## config.mk

```make
export PLATFORM = sky130hd
export DESIGN_NAME = process_table_round_robin_scheduler_unit
export DESIGN_NICKNAME = d
export VERILOG_FILES = /design/src/sv/prtrr_pkg.sv /design/src/sv/prtrr_ctrl.sv /design/src/sv/prtrr_datapath.sv /design/src/sv/process_table_round_robin_scheduler_unit.sv
export SDC_FILE = /design/constraint.sdc
export NUM_CORES = 2
export LEC_CHECK = 0
export BUFFER_PORTS_ARGS = -buffer_cell sky130_fd_sc_hd__buf_2
export CAP_MARGIN = 20
export CORE_UTILIZATION = 40
export DETAILED_ROUTE_END_ITERATION = 12
export GPL_ROUTABILITY_DRIVEN = 0
export PLACE_DENSITY_LB_ADDON = 0.15
export SYNTH_ARGS = -nofsm -noshare
export SYNTH_HDL_FRONTEND = slang
export SYNTH_SLANG_ARGS = --single-unit
```

## constraint.sdc

```tcl
create_clock -name clk -period 13.85 [get_ports clk]
set_input_delay 2.0775 -clock clk [delete_from_list [all_inputs] [get_ports clk]]
set_output_delay 2.0775 -clock clk [all_outputs]
set_load 0.1 [all_outputs]
```

## src/sv/prtrr_pkg.sv

```systemverilog
// Package for the task table scheduler: table sizes, command, state and
// status codes, controller phases and the controller/datapath structs.
// Used by every module of the block; depends on nothing.
package prtrr_pkg;

  localparam int SLOTS   = 16;
  localparam int SLOT_W  = $clog2(SLOTS);
  localparam int CNT_W   = $clog2(SLOTS + 1);
  localparam int PID_W   = 16;
  localparam int TICK_W  = 32;
  localparam int SLICE_RESET = 10;
  localparam logic [PID_W-1:0] PID_PROTECTED = 16'd1;
  localparam logic [PID_W-1:0] PID_FIRST     = 16'd1;
  localparam logic [PID_W-1:0] PID_LAST      = 16'hFFFF;
  localparam logic [15:0]      TIME_MAX      = 16'hFFFF;

  typedef enum logic [3:0] {
    CMD_CREATE    = 4'd0,
    CMD_DESTROY   = 4'd1,
    CMD_KILL      = 4'd2,
    CMD_TERMINATE = 4'd3,
    CMD_TICK      = 4'd4,
    CMD_YIELD     = 4'd5,
    CMD_SCHEDULE  = 4'd6,
    CMD_SET_STATE = 4'd7,
    CMD_QUERY     = 4'd8
  } cmd_e;

  localparam logic [2:0] TS_CREATED    = 3'd0;
  localparam logic [2:0] TS_READY      = 3'd1;
  localparam logic [2:0] TS_RUNNING    = 3'd2;
  localparam logic [2:0] TS_WAITING    = 3'd3;
  localparam logic [2:0] TS_TERMINATED = 3'd4;

  localparam logic [1:0] STS_OK        = 2'd0;
  localparam logic [1:0] STS_NOT_FOUND = 2'd1;
  localparam logic [1:0] STS_NO_SLOT   = 2'd2;
  localparam logic [1:0] STS_REFUSED   = 2'd3;

  typedef enum logic [2:0] {
    PH_IDLE,
    PH_FIND,
    PH_EXEC,
    PH_CHARGE,
    PH_SEARCH,
    PH_DONE
  } phase_t;

  typedef struct packed {
    logic capture;
    logic find;
    logic exec;
    logic charge;
    logic search;
    logic finish;
  } ctl_t;

  typedef struct packed {
    logic sched_req;
  } sts_t;

endpackage

```

## src/sv/prtrr_ctrl.sv

```systemverilog
// Controller for the task table scheduler: sequences find, execute,
// charge, search and finish phases. Depends on prtrr_pkg.
module prtrr_ctrl (
  input  logic              clk,
  input  logic              rst_n,
  input  logic              start,
  input  prtrr_pkg::sts_t   sts,
  output prtrr_pkg::ctl_t   ctl,
  output logic              busy,
  output logic              done
);
  import prtrr_pkg::*;

  phase_t state_r, state_nxt;
  logic   done_r, done_nxt;

  always_ff @(posedge clk) begin
    if (!rst_n) begin
      state_r <= PH_IDLE;
      done_r  <= 1'b0;
    end else begin
      state_r <= state_nxt;
      done_r  <= done_nxt;
    end
  end

  always_comb begin
    state_nxt = state_r;
    done_nxt  = 1'b0;
    ctl       = '0;
    unique case (state_r)
      PH_IDLE: begin
        if (start) begin
          ctl.capture = 1'b1;
          state_nxt   = PH_FIND;
        end
      end
      PH_FIND: begin
        ctl.find  = 1'b1;
        state_nxt = PH_EXEC;
      end
      PH_EXEC: begin
        ctl.exec  = 1'b1;
        state_nxt = sts.sched_req ? PH_CHARGE : PH_DONE;
      end
      PH_CHARGE: begin
        ctl.charge = 1'b1;
        state_nxt  = PH_SEARCH;
      end
      PH_SEARCH: begin
        ctl.search = 1'b1;
        state_nxt  = PH_DONE;
      end
      PH_DONE: begin
        ctl.finish = 1'b1;
        done_nxt   = 1'b1;
        state_nxt  = PH_IDLE;
      end
      default: state_nxt = PH_IDLE;
    endcase
  end

  assign busy = (state_r != PH_IDLE);
  assign done = done_r;

  a_accept_find: assert property (@(posedge clk) disable iff (!rst_n)
    (start && !busy) |=> (state_r == PH_FIND))
    else $error("accepted command did not enter find phase");
  a_done_after_finish: assert property (@(posedge clk) disable iff (!rst_n)
    done_r |-> ($past(state_r) == PH_DONE))
    else $error("result strobe without finish phase");

endmodule

```

## src/sv/prtrr_datapath.sv

```systemverilog
// Datapath for the task table scheduler: slot table, id lookup, free slot
// search, charge logic, rotated ready search and result registers.
// Depends on prtrr_pkg; driven by prtrr_ctrl.
module prtrr_datapath (
  input  logic                        clk,
  input  logic                        rst_n,
  input  prtrr_pkg::ctl_t             ctl,
  output prtrr_pkg::sts_t             sts,
  input  logic [15:0]                 slice_len,
  input  logic [3:0]                  command,
  input  logic [prtrr_pkg::PID_W-1:0] target_pid,
  input  logic [2:0]                  new_priority,
  input  logic [2:0]                  new_state,
  input  logic signed [31:0]          exit_value,
  output logic [1:0]                  status,
  output logic [prtrr_pkg::PID_W-1:0] result_pid,
  output logic [prtrr_pkg::PID_W-1:0] current_pid,
  output logic [2:0]                  entry_state,
  output logic [2:0]                  entry_priority,
  output logic [15:0]                 entry_time_used,
  output logic [31:0]                 entry_created_at,
  output logic [prtrr_pkg::PID_W-1:0] entry_parent_pid,
  output logic signed [31:0]          entry_exit_value,
  output logic [prtrr_pkg::CNT_W-1:0] live_count
);
  import prtrr_pkg::*;

  logic [SLOTS-1:0] used_r;
  logic [PID_W-1:0] pid_r  [SLOTS];
  logic [2:0]       st_r   [SLOTS];
  logic [2:0]       prio_r [SLOTS];
  logic [15:0]      tu_r   [SLOTS];
  logic [31:0]      crt_r  [SLOTS];
  logic [PID_W-1:0] par_r  [SLOTS];
  logic [31:0]      exit_r [SLOTS];

  logic [SLOT_W-1:0] cur_r;
  logic [CNT_W-1:0]  cnt_r;
  logic [PID_W-1:0]  nid_r;
  logic [TICK_W-1:0] tick_r;

  logic [3:0]        cmd_q_r;
  logic [PID_W-1:0]  tpid_q_r;
  logic [2:0]        prio_q_r;
  logic [2:0]        nst_q_r;
  logic [31:0]       xv_q_r;

  logic              hit_r, free_r;
  logic [SLOT_W-1:0] hit_idx_r, free_idx_r;

  logic [1:0]        o_status_r;
  logic [PID_W-1:0]  o_rpid_r, o_cur_pid_r, o_par_r;
  logic [2:0]        o_st_r, o_prio_r;
  logic [15:0]       o_tu_r;
  logic [31:0]       o_crt_r, o_exit_r;
  logic [CNT_W-1:0]  o_live_r;

  // lookup and free slot, lowest index wins
  logic              hit_c, free_c;
  logic [SLOT_W-1:0] hit_idx_c, free_idx_c;
  always_comb begin
    hit_c      = 1'b0;
    free_c     = 1'b0;
    hit_idx_c  = '0;
    free_idx_c = '0;
    for (int i = SLOTS - 1; i >= 0; i--) begin
      if (used_r[i] && (pid_r[i] == tpid_q_r)) begin
        hit_c     = 1'b1;
        hit_idx_c = SLOT_W'(i);
      end
      if (!used_r[i]) begin
        free_c     = 1'b1;
        free_idx_c = SLOT_W'(i);
      end
    end
  end

  // one read port on time used: query slot during execute, else current slot
  logic [SLOT_W-1:0] tu_idx;
  logic [15:0]       tu_rd, tu_sat;
  logic              cur_run, demote;
  assign tu_idx  = (ctl.exec && (cmd_q_r == CMD_QUERY)) ? hit_idx_r : cur_r;
  assign tu_rd   = tu_r[tu_idx];
  assign tu_sat  = (tu_rd == TIME_MAX) ? TIME_MAX : tu_rd + 16'd1;
  assign demote  = (tu_sat >= slice_len);
  assign cur_run = used_r[cur_r] && (st_r[cur_r] == TS_RUNNING);

  always_comb begin
    sts.sched_req = 1'b0;
    case (cmd_q_r)
      CMD_TERMINATE, CMD_YIELD: sts.sched_req = used_r[cur_r];
      CMD_SCHEDULE:             sts.sched_req = 1'b1;
      CMD_TICK:                 sts.sched_req = cur_run && demote;
      default:                  sts.sched_req = 1'b0;
    endcase
  end

  // rotated ready search starting after the current slot
  logic              rdy_c;
  logic [SLOT_W-1:0] rdy_idx_c;
  logic [SLOT_W:0]   rot;
  always_comb begin
    rdy_c     = 1'b0;
    rdy_idx_c = '0;
    rot       = '0;
    for (int i = SLOTS - 1; i >= 0; i--) begin
      rot = {1'b0, cur_r} + (SLOT_W+1)'(i + 1);
      if (rot >= (SLOT_W+1)'(SLOTS)) rot = rot - (SLOT_W+1)'(SLOTS);
      if (used_r[rot[SLOT_W-1:0]] && (st_r[rot[SLOT_W-1:0]] == TS_READY)) begin
        rdy_c     = 1'b1;
        rdy_idx_c = rot[SLOT_W-1:0];
      end
    end
  end

  // control state
  always_ff @(posedge clk) begin
    if (!rst_n) begin
      used_r <= '0;
      cur_r  <= '0;
      cnt_r  <= '0;
      nid_r  <= PID_FIRST;
      tick_r <= '0;
      for (int i = 0; i < SLOTS; i++) begin
        pid_r[i] <= '0;
        st_r[i]  <= TS_CREATED;
      end
    end else if (ctl.exec) begin
      case (cmd_q_r)
        CMD_CREATE: begin
          if (free_r) begin
            used_r[free_idx_r] <= 1'b1;
            pid_r[free_idx_r]  <= nid_r;
            st_r[free_idx_r]   <= TS_READY;
            cnt_r              <= cnt_r + CNT_W'(1);
            nid_r              <= (nid_r == PID_LAST) ? PID_FIRST : nid_r + PID_FIRST;
          end
        end
        CMD_DESTROY: begin
          if (hit_r) begin
            if (st_r[hit_idx_r] == TS_RUNNING) begin
              st_r[hit_idx_r] <= TS_TERMINATED;
            end else begin
              used_r[hit_idx_r] <= 1'b0;
              cnt_r             <= cnt_r - CNT_W'(1);
            end
          end
        end
        CMD_KILL: begin
          if (hit_r && (pid_r[hit_idx_r] != PID_PROTECTED)) begin
            st_r[hit_idx_r]   <= TS_TERMINATED;
            used_r[hit_idx_r] <= 1'b0;
            cnt_r             <= cnt_r - CNT_W'(1);
          end
        end
        CMD_TERMINATE: if (used_r[cur_r]) st_r[cur_r] <= TS_TERMINATED;
        CMD_TICK: begin
          tick_r <= tick_r + TICK_W'(1);
          if (cur_run && demote) st_r[cur_r] <= TS_READY;
        end
        CMD_YIELD: if (used_r[cur_r]) st_r[cur_r] <= TS_READY;
        CMD_SET_STATE: begin
          if (hit_r && (nst_q_r <= TS_TERMINATED)) st_r[hit_idx_r] <= nst_q_r;
        end
        default: ;
      endcase
    end else if (ctl.charge) begin
      if (cur_run && demote) st_r[cur_r] <= TS_READY;
    end else if (ctl.search) begin
      if (rdy_c) begin
        cur_r           <= rdy_idx_c;
        st_r[rdy_idx_c] <= TS_RUNNING;
      end
    end
  end

  // payload fields of the table, input capture and lookup results
  always_ff @(posedge clk) begin
    if (ctl.capture) begin
      cmd_q_r  <= command;
      tpid_q_r <= target_pid;
      prio_q_r <= new_priority;
      nst_q_r  <= new_state;
      xv_q_r   <= exit_value;
    end
    if (ctl.find) begin
      hit_r      <= hit_c;
      hit_idx_r  <= hit_idx_c;
      free_r     <= free_c;
      free_idx_r <= free_idx_c;
    end
    if (ctl.exec) begin
      case (cmd_q_r)
        CMD_CREATE: begin
          if (free_r) begin
            prio_r[free_idx_r] <= prio_q_r;
            tu_r[free_idx_r]   <= '0;
            crt_r[free_idx_r]  <= tick_r;
            par_r[free_idx_r]  <= used_r[cur_r] ? pid_r[cur_r] : '0;
            exit_r[free_idx_r] <= '0;
          end
        end
        CMD_TERMINATE: if (used_r[cur_r]) exit_r[cur_r] <= xv_q_r;
        CMD_TICK: if (cur_run) tu_r[cur_r] <= demote ? 16'd0 : tu_sat;
        CMD_YIELD: if (used_r[cur_r]) tu_r[cur_r] <= slice_len;
        default: ;
      endcase
    end
    if (ctl.charge && cur_run) tu_r[cur_r] <= demote ? 16'd0 : tu_sat;
  end

  // result registers
  always_ff @(posedge clk) begin
    if (ctl.exec) begin
      o_status_r <= STS_OK;
      o_rpid_r   <= tpid_q_r;
      o_st_r     <= '0;
      o_prio_r   <= '0;
      o_tu_r     <= '0;
      o_crt_r    <= '0;
      o_par_r    <= '0;
      o_exit_r   <= '0;
      case (cmd_q_r)
        CMD_CREATE: begin
          o_rpid_r   <= free_r ? nid_r : '0;
          o_status_r <= free_r ? STS_OK : STS_NO_SLOT;
        end
        CMD_DESTROY, CMD_SET_STATE: if (!hit_r) o_status_r <= STS_NOT_FOUND;
        CMD_KILL: begin
          if (!hit_r) o_status_r <= STS_NOT_FOUND;
          else if (pid_r[hit_idx_r] == PID_PROTECTED) o_status_r <= STS_REFUSED;
        end
        CMD_TERMINATE, CMD_YIELD: if (!used_r[cur_r]) o_status_r <= STS_NOT_FOUND;
        CMD_QUERY: begin
          if (!hit_r) begin
            o_status_r <= STS_NOT_FOUND;
          end else begin
            o_st_r   <= st_r[hit_idx_r];
            o_prio_r <= prio_r[hit_idx_r];
            o_tu_r   <= tu_rd;
            o_crt_r  <= crt_r[hit_idx_r];
            o_par_r  <= par_r[hit_idx_r];
            o_exit_r <= exit_r[hit_idx_r];
          end
        end
        default: ;
      endcase
    end
    if (ctl.finish) begin
      o_cur_pid_r <= used_r[cur_r] ? pid_r[cur_r] : '0;
      o_live_r    <= cnt_r;
    end
  end

  assign status           = o_status_r;
  assign result_pid       = o_rpid_r;
  assign current_pid      = o_cur_pid_r;
  assign entry_state      = o_st_r;
  assign entry_priority   = o_prio_r;
  assign entry_time_used  = o_tu_r;
  assign entry_created_at = o_crt_r;
  assign entry_parent_pid = o_par_r;
  assign entry_exit_value = o_exit_r;
  assign live_count       = o_live_r;

  a_count_matches: assert property (@(posedge clk) disable iff (!rst_n)
    cnt_r == CNT_W'($countones(used_r)))
    else $error("live count out of step with used slots");
  a_next_id_nonzero: assert property (@(posedge clk) disable iff (!rst_n)
    nid_r != '0)
    else $error("next id reached zero");

endmodule

```

## src/sv/process_table_round_robin_scheduler_unit.sv

```systemverilog
// Top level of the task table round-robin scheduler: APB slice register,
// controller and datapath. Depends on prtrr_pkg, prtrr_ctrl, prtrr_datapath.
//
//  channel   ports                         transfer when
//  --------  ----------------------------  ------------------------------------
//  command   start, busy, in_*             start high and busy low
//  result    out_valid, out_*              out_valid high (one cycle, no stall)
//  config    psel, penable, pwrite, paddr  psel & penable & pwrite & pready
//
// A command passes the find, execute and finish phases to its result strobe;
// one that runs the scheduler adds charge then rotated ready search (16 slots).
// busy stays high from the transfer until the result strobe cycle, in which
// the next command may already be taken. Reset clears the used, id and
// state table and the control counters directly; no clearing pass.
// The result receiver cannot stall: each result is shown for one cycle.
module process_table_round_robin_scheduler_unit (
  input  logic                        clk,
  input  logic                        rst_n,
  input  logic                        start,
  output logic                        busy,
  input  logic [3:0]                  in_command,
  input  logic [prtrr_pkg::PID_W-1:0] in_target_pid,
  input  logic [2:0]                  in_new_priority,
  input  logic [2:0]                  in_new_state,
  input  logic signed [31:0]          in_exit_value,
  output logic                        out_valid,
  output logic [1:0]                  out_status,
  output logic [prtrr_pkg::PID_W-1:0] out_result_pid,
  output logic [prtrr_pkg::PID_W-1:0] out_current_pid,
  output logic [2:0]                  out_entry_state,
  output logic [2:0]                  out_entry_priority,
  output logic [15:0]                 out_entry_time_used,
  output logic [31:0]                 out_entry_created_at,
  output logic [prtrr_pkg::PID_W-1:0] out_entry_parent_pid,
  output logic signed [31:0]          out_entry_exit_value,
  output logic [prtrr_pkg::CNT_W-1:0] out_live_count,
  input  logic                        psel,
  input  logic                        penable,
  input  logic                        pwrite,
  input  logic [2:0]                  paddr,
  input  logic [31:0]                 pwdata,
  output logic [31:0]                 prdata,
  output logic                        pready
);
  import prtrr_pkg::*;

  ctl_t ctl;
  sts_t sts;
  logic [15:0] slice_r;
  logic        cmd_start;

  assign pready = 1'b1;

  // slice length register wherever paddr[2] is low (words 0 to 3); words 4 to 7 read as zero
  always_ff @(posedge clk) begin
    if (!rst_n) begin
      slice_r <= 16'(SLICE_RESET);
    end else if (psel && penable && pwrite && pready && !paddr[2]) begin
      slice_r <= pwdata[15:0];
    end
  end

  assign prdata    = paddr[2] ? 32'd0 : {16'd0, slice_r};
  // the controller only looks at start while idle
  assign cmd_start = start;

  prtrr_ctrl u_ctrl (
    .clk   (clk),
    .rst_n (rst_n),
    .start (cmd_start),
    .sts   (sts),
    .ctl   (ctl),
    .busy  (busy),
    .done  (out_valid)
  );

  prtrr_datapath u_dp (
    .clk              (clk),
    .rst_n            (rst_n),
    .ctl              (ctl),
    .sts              (sts),
    .slice_len        (slice_r),
    .command          (in_command),
    .target_pid       (in_target_pid),
    .new_priority     (in_new_priority),
    .new_state        (in_new_state),
    .exit_value       (in_exit_value),
    .status           (out_status),
    .result_pid       (out_result_pid),
    .current_pid      (out_current_pid),
    .entry_state      (out_entry_state),
    .entry_priority   (out_entry_priority),
    .entry_time_used  (out_entry_time_used),
    .entry_created_at (out_entry_created_at),
    .entry_parent_pid (out_entry_parent_pid),
    .entry_exit_value (out_entry_exit_value),
    .live_count       (out_live_count)
  );

endmodule

```

After elaboration in Yosys (flattened, before gate mapping)
Memory sizes are Yosys's and may differ from the RTL's. A register that Yosys moved wholly into a read port is not among the register bits.
Index checks and enable logic that the tools add are counted.
Storage, ports and cells
  register bits after elaboration: 219
  RAM bits: 1888
  input bits: 99
  output and inout bits: 176
  logic and storage cells: 494
  memories: 7
Memory list
  u_dp.crt_r: words 16, bits a word 32, read ports 1, clocked after Yosys merged registers in 1, wr ports 1, line prtrr_datapath.sv:33  | logic [31:0] crt_r [SLOTS];
  u_dp.exit_r: words 16, bits a word 32, read ports 1, clocked after Yosys merged registers in 1, wr ports 1, line prtrr_datapath.sv:35  | logic [31:0] exit_r [SLOTS];
  u_dp.par_r: words 16, bits a word 16, read ports 1, clocked after Yosys merged registers in 1, wr ports 1, line prtrr_datapath.sv:34  | logic [PID_W-1:0] par_r [SLOTS];
  u_dp.pid_r: words 16, bits a word 16, read ports 18, clocked after Yosys merged registers in 1, wr ports 16, line prtrr_datapath.sv:29  | logic [PID_W-1:0] pid_r [SLOTS];
  u_dp.tu_r: words 16, bits a word 16, read ports 1, clocked after Yosys merged registers in 0, wr ports 1, line prtrr_datapath.sv:32  | logic [15:0] tu_r [SLOTS];
  u_dp.prio_r: words 16, bits a word 3, read ports 1, clocked after Yosys merged registers in 1, wr ports 1, line prtrr_datapath.sv:31  | logic [2:0] prio_r [SLOTS];
  +1 memories
Cells by class
  add/sub/neg operators: 37
  $lt $le $gt $ge: 39
  eq/ne operators: 56
  muxes and demuxes: 240
  bitwise logic cells: 12
  reductions and logical operators: 74
Operators by type and width (number)
  $eq A16 B16 Y1: 16
  $mux W16: 15
  $mux W4: 60
  $mux W1: 110
  $lt A4 B5 Y1 const B: 19
  $ge A5 B5 Y1 const B: 16
  $bmux W1 S4: 17
  $sub A4 B1 Y4 const B: 16
  $mux W3: 19
  $eq A3 B1 Y1 const B: 17
  $pmux W16 S3: 1
  $logic_and A1 B1 Y1: 43
  $add A4 B4 Y5 const B: 8
  $add A16 B1 Y16 const B: 2
  $add A32 B1 Y32 const B: 1
  $eq A16 B16 Y1 const B: 2
  $mux W32: 1
  $reduce_or A16 Y1: 2
  $reduce_or A32 Y1: 1
  $add A4 B3 Y5 const B: 4
  $mux W5: 4
  $and A16 B16 Y16: 1
  $eq A16 B1 Y1 const B: 1
  $eq A4 B3 Y1 const B: 4
  41 further kinds: 78

Logic depth before layout (Yosys ltp)
  depth after elaboration: 30
  mapped depth: 31
  gate-level depth less buffers: 24

By module
A second synthesis with hierarchy kept.
Unflattened totals
  cells, all modules: 5675
  area total of the unflattened synthesis: 96209.8 sq um
Modules (own cells, without submodules)
  prtrr_datapath: times used 1, cells each 5544, area each 95068.7 sq um, sequential area each 64511.9 sq um
  process_table_round_robin_scheduler_unit: times used 1, cells each 106, area each 917.1 sq um, sequential area each 320.3 sq um
  prtrr_ctrl: times used 1, cells each 25, area each 224.0 sq um, sequential area each 80.1 sq um

Worst setup path before layout
Ideal clock, no wire load.
  kind: register to register
  from: reg u_ctrl.state_r[0]
  to: mem u_dp.st_r[4][0], enable pin
  library setup time: 344 ps
  data arrival time: 7508 ps
  data required time: 13506 ps
  setup slack: 5998 ps
  stages on the path, launching flop included: 24
  path buffers: 4
  period minus slack after synthesis: 7852 ps
  cells stage by stage: dfxtp_1 clkbuf_1 or3b_4 inv_2 buf_2 a21oi_1 nor2_1 clkbuf_1 a31oi_1 nor4_2 nand2_1 or4b_1 and2_1 ha_1 nand4_1 a2111oi_0 o211a_1 nor3b_1 mux2_2 a211oi_2 nor2b_1 buf_2 nand3_1 o21ai_0
RTL lines
  start, declared: line prtrr_ctrl.sv:14  | phase_t state_r, state_nxt;
  start signal, assigned: line prtrr_ctrl.sv:22  | state_r <= state_nxt;
  end, declared: line prtrr_datapath.sv:30  | logic [2:0] st_r [SLOTS];

==> run metrics <==
H-tree depth 4; Pint 11180 uW; met1 GRT Util 33.91%; Sequential Power Share 51.1%; layout cell share with drive strength beyond 1 23.92%; FP Rows 178; Final nets 6008; vias per cell 5.886; drt drc 0; period utilization 68.11%; Skew-Pair Late Insertion Delay 0.87 ns; vias in the first global route 53925; buffers and inverters on the worst path 3; fmax 106.0 MHz; starting density of the core 40.38%; Sw Ratio 22.21%; clk_skew 0.04367 ns; GRT Total Usage 23.20%; first-pass GRT wire length 402.1 mm; pwr dens 133.0 nW/um^2; Critical Path RT 14.35 ns; Max Root-Sink Buffers 3; Seq cells post-synth 2194; Core Box Area 235900 sq um; setup ws final 4.416 ns; Final Hold Viols 0; grt met2 use 35.82%; Most Crowded Layer GR met2; Placed Area 100200 sq um; Chip Width 489.9 microns; Port-buffer cells 239; synth-to-layout area growth 13.45%; library cells used by synthesis 110; initial drt markers 5742; Setup Fix Bufs, Post-CTS 0; clock root cell clkbuf_16; Slew HR 21.54%; Gate power share 5.0%; first drt pass iteration count 5; count of final max-slew check failures 0; fillers 20181; switching power 3192 uW; setup violators final 0; finished layout cell area 108000 sq um; Worst setup EP type flip-flop; Die H 489.9 microns; Arrival @ worst endpoint 9.93 ns; TritonCTS clock tree done; CTS Buf Count 228; critical path peak fanout 91; Hold Path Class reg -> reg; via count 54397; drt wl/cell 30.51 microns; Slowest-stage cell, CP buf_4; Primary FF master, synth edfxtp_1; CP delay by family, top simple AND/OR/NAND/NOR gates; r2r setup slk 4.42 ns; crit start category flip-flop; Clk pwr share 43.9%; Sink Count 2194; CP Cell Sequence or3b_4, inv_8, nand3_4, nand2_4, buf_4, mux2i_1, mux4_2, nand2_1, o31ai_1, nor4_2, nand2_1, or4b_1, and2_1, ha_1, nand4_1, a2111oi_1, buf_4, o211a_1, nor3b_1, mux2_2, a211oi_2, nor2b_1, nand3_1, o21ai_0; dpl cells 8797; setup TNS 0 ns; Post-synth EDFFs 2097; RSZ-0062 raised after global routing no; Seq/Total Area, Yosys 68.16%; die area 240000 sq um; met3 GRT Util 3.580%; Lkg Pwr 0.03501 uW; # hold bufs at CTS 0; Tmin final 9.434 ns; WL final 281.9 mm; synthesized area 95230 sq um; post-synthesis instance total 5619; Mean Syn Cell Area 16.95 sq um; dpl ws 4.438 ns; status finished, final reports clean; WS Path Type reg -> reg; Post-CTS Resized 0; clk slew on worst S/H paths 0.06 ns; initial antenna violation count 15; YS warnings 0; actual slew at the worst max-slew pin 1.175 ns; Post-synth ARST share 0%; max incr delay on CP 0.81 ns; # Max-Cap Violations 0; largest net degree at the start of global routing 106; I/O pin count 275; non-filler instance count after layout 9241; antenna-violating nets left 0; dpl hpwl 167.6 mm; Peak VDD IR 116.6 uV; Overflow after GRT 0
==> registers in the layout, summed over array words and instances (netlist names), 32 cells and up, named ones only <==
signal,cells
u_dp.entry_exit_value,32
u_dp.entry_created_at,32
u_dp.prio_r,48
u_dp.pid_r,256
u_dp.xv_q_r,32
u_dp.tick_r,32
u_dp.st_r,48
u_dp.exit_r,512
u_dp.par_r,256
u_dp.crt_r,512
u_dp.tu_r,256
==> final cells by class <==
class,count,area [sq um],share of cell area (%)
antenna,7,17.52,0.01621
clock buffer,302,6218,5.755
clock inverter,132,1531,1.417
inverter,53,244.0,0.2258
multi-input combinational,3018,28840,26.70
sequential,2194,64920,60.09
tap,3150,3941,3.648
timing repair buffer,385,2327,2.154
==> cells in the mapped netlist (17+ instances only) <==
library cell / instances / area (sq um)
buf_4: 26 / 195.2
nor3_1: 56 / 280.3
mux2_2: 17 / 191.4
o31ai_1: 26 / 195.2
xnor2_1: 238 / 2085
clkbuf_1: 263 / 987.2
inv_1: 50 / 187.7
a311oi_1: 29 / 254.0
a21oi_1: 93 / 465.5
a31oi_1: 20 / 125.1
and2_1: 251 / 1570
nor2b_1: 107 / 669.4
nor4_1: 79 / 494.2
xor2_1: 84 / 735.7
nand2_1: 320 / 1201
dfxtp_1: 97 / 1942
nor2_1: 262 / 983.4
o21ai_0: 67 / 335.3
nand3_1: 102 / 510.5
or2_2: 19 / 118.9
nand2b_1: 19 / 118.9
mux2i_1: 85 / 850.8
nand4_1: 73 / 456.7
a211oi_1: 22 / 165.2
edfxtp_1: 2097 / 62970
mux4_2: 568 / 12790
and3_1: 121 / 757.0
buf_1: 38 / 142.6
ha_1: 28 / 350.3
buf_2: 35 / 175.2
==> power by group through the flow <==
stage                     clock (uW)  combinational, uW  sequential [uW]
final                           6310                720             7340
after global routing            6680                756             7340
after CTS                       6430                726             7340
after detailed placement           0                724             7480
after global placement             0                722             7480
after floorplan                    0                430             7530
==> cell usage in the layout (no fill, tap or decap), types with 63 or more instances in the layout <==
cell type,instances
a21oi_1,79
and2_1,249
and3_1,121
buf_2,240
buf_4,141
clkbuf_16,232
dfxtp_1,92
edfxtp_1,2097
mux2i_1,85
mux4_2,568
nand2_1,319
nand3_1,102
nand4_1,73
nor2_1,241
nor2b_1,107
nor4_1,78
o21ai_0,63
xnor2_1,238
xor2_1,84
==> worst reg2reg max path: stages (launching register included) <==
cell       delay, ns
dfxtp_1         0.44
or3b_4          0.47
inv_8           0.58
nand3_4         0.28
nand2_4         0.38
buf_4           0.82
mux2i_1         0.22
mux4_2          0.51
nand2_1         0.08
o31ai_1         0.21
nor4_2          0.53
nand2_1         0.17
or4b_1          0.50
and2_1          0.18
ha_1            0.28
nand4_1         0.24
a2111oi_1       0.52
buf_4           0.25
o211a_1         0.25
nor3b_1         0.07
mux2_2          0.29
a211oi_2        0.46
nor2b_1         0.61
nand3_1         0.29
o21ai_0         0.46
==> layer usage <==
metal | share of wire (%) | wire length, microns | vias up
li1 | - | - | 22846
met1 | 44 | 124900 | 28925
met2 | 46 | 129900 | 2203
met3 | 6.7 | 18790 | 421
met4 | 2.9 | 8285 | 2
met5 | 0.0046 | 13 | -
==> per-stage QoR <==
step           hold slack (ns)  total power (uW)  utilization [%]
5_1_grt                 0.4786             14770            45.81
4_1_cts                 0.4735             14490            45.79
2_1_floorplan           0.4280              7958                -
6_report                0.4694             14370            45.81
3_3_place_gp            0.4434              8198            42.50
3_5_place_dp            0.4607              8200            42.50
==> path summary, 6_finish.rpt <==
path / start / endpoint / depth (start not counted)
setup / recovery: u_ctrl.state_r[1]$_SDFFE_PN0P_ / u_dp.st_r[4][1]$_SDFFCE_PN0P_ / 24
hold / removal: u_dp.cnt_r[4]$_SDFFE_PN0P_ / u_dp.live_count[4]$_DFFE_PP_ / 0
setup reg to reg: u_ctrl.state_r[1]$_SDFFE_PN0P_ / u_dp.st_r[4][1]$_SDFFCE_PN0P_ / 24
hold reg to reg: u_dp.cnt_r[4]$_SDFFE_PN0P_ / u_dp.live_count[4]$_DFFE_PP_ / 0
==> kinds of logic (layout without fill, tap and decap cells) <==
family	count (synthesis)	in the layout	synth area share (%)
compound gates	457	457	3.454
simple gates	1520	1520	8.556
flops	2194	2194	68.16
other cells	2	24	0.007886
xor+xnor	323	323	2.979
buf+inv	422	872	1.885
mux	672	672	14.57
fa+ha+maj	29	29	0.3889
Note: power is estimated with default switching activity, not from simulation.
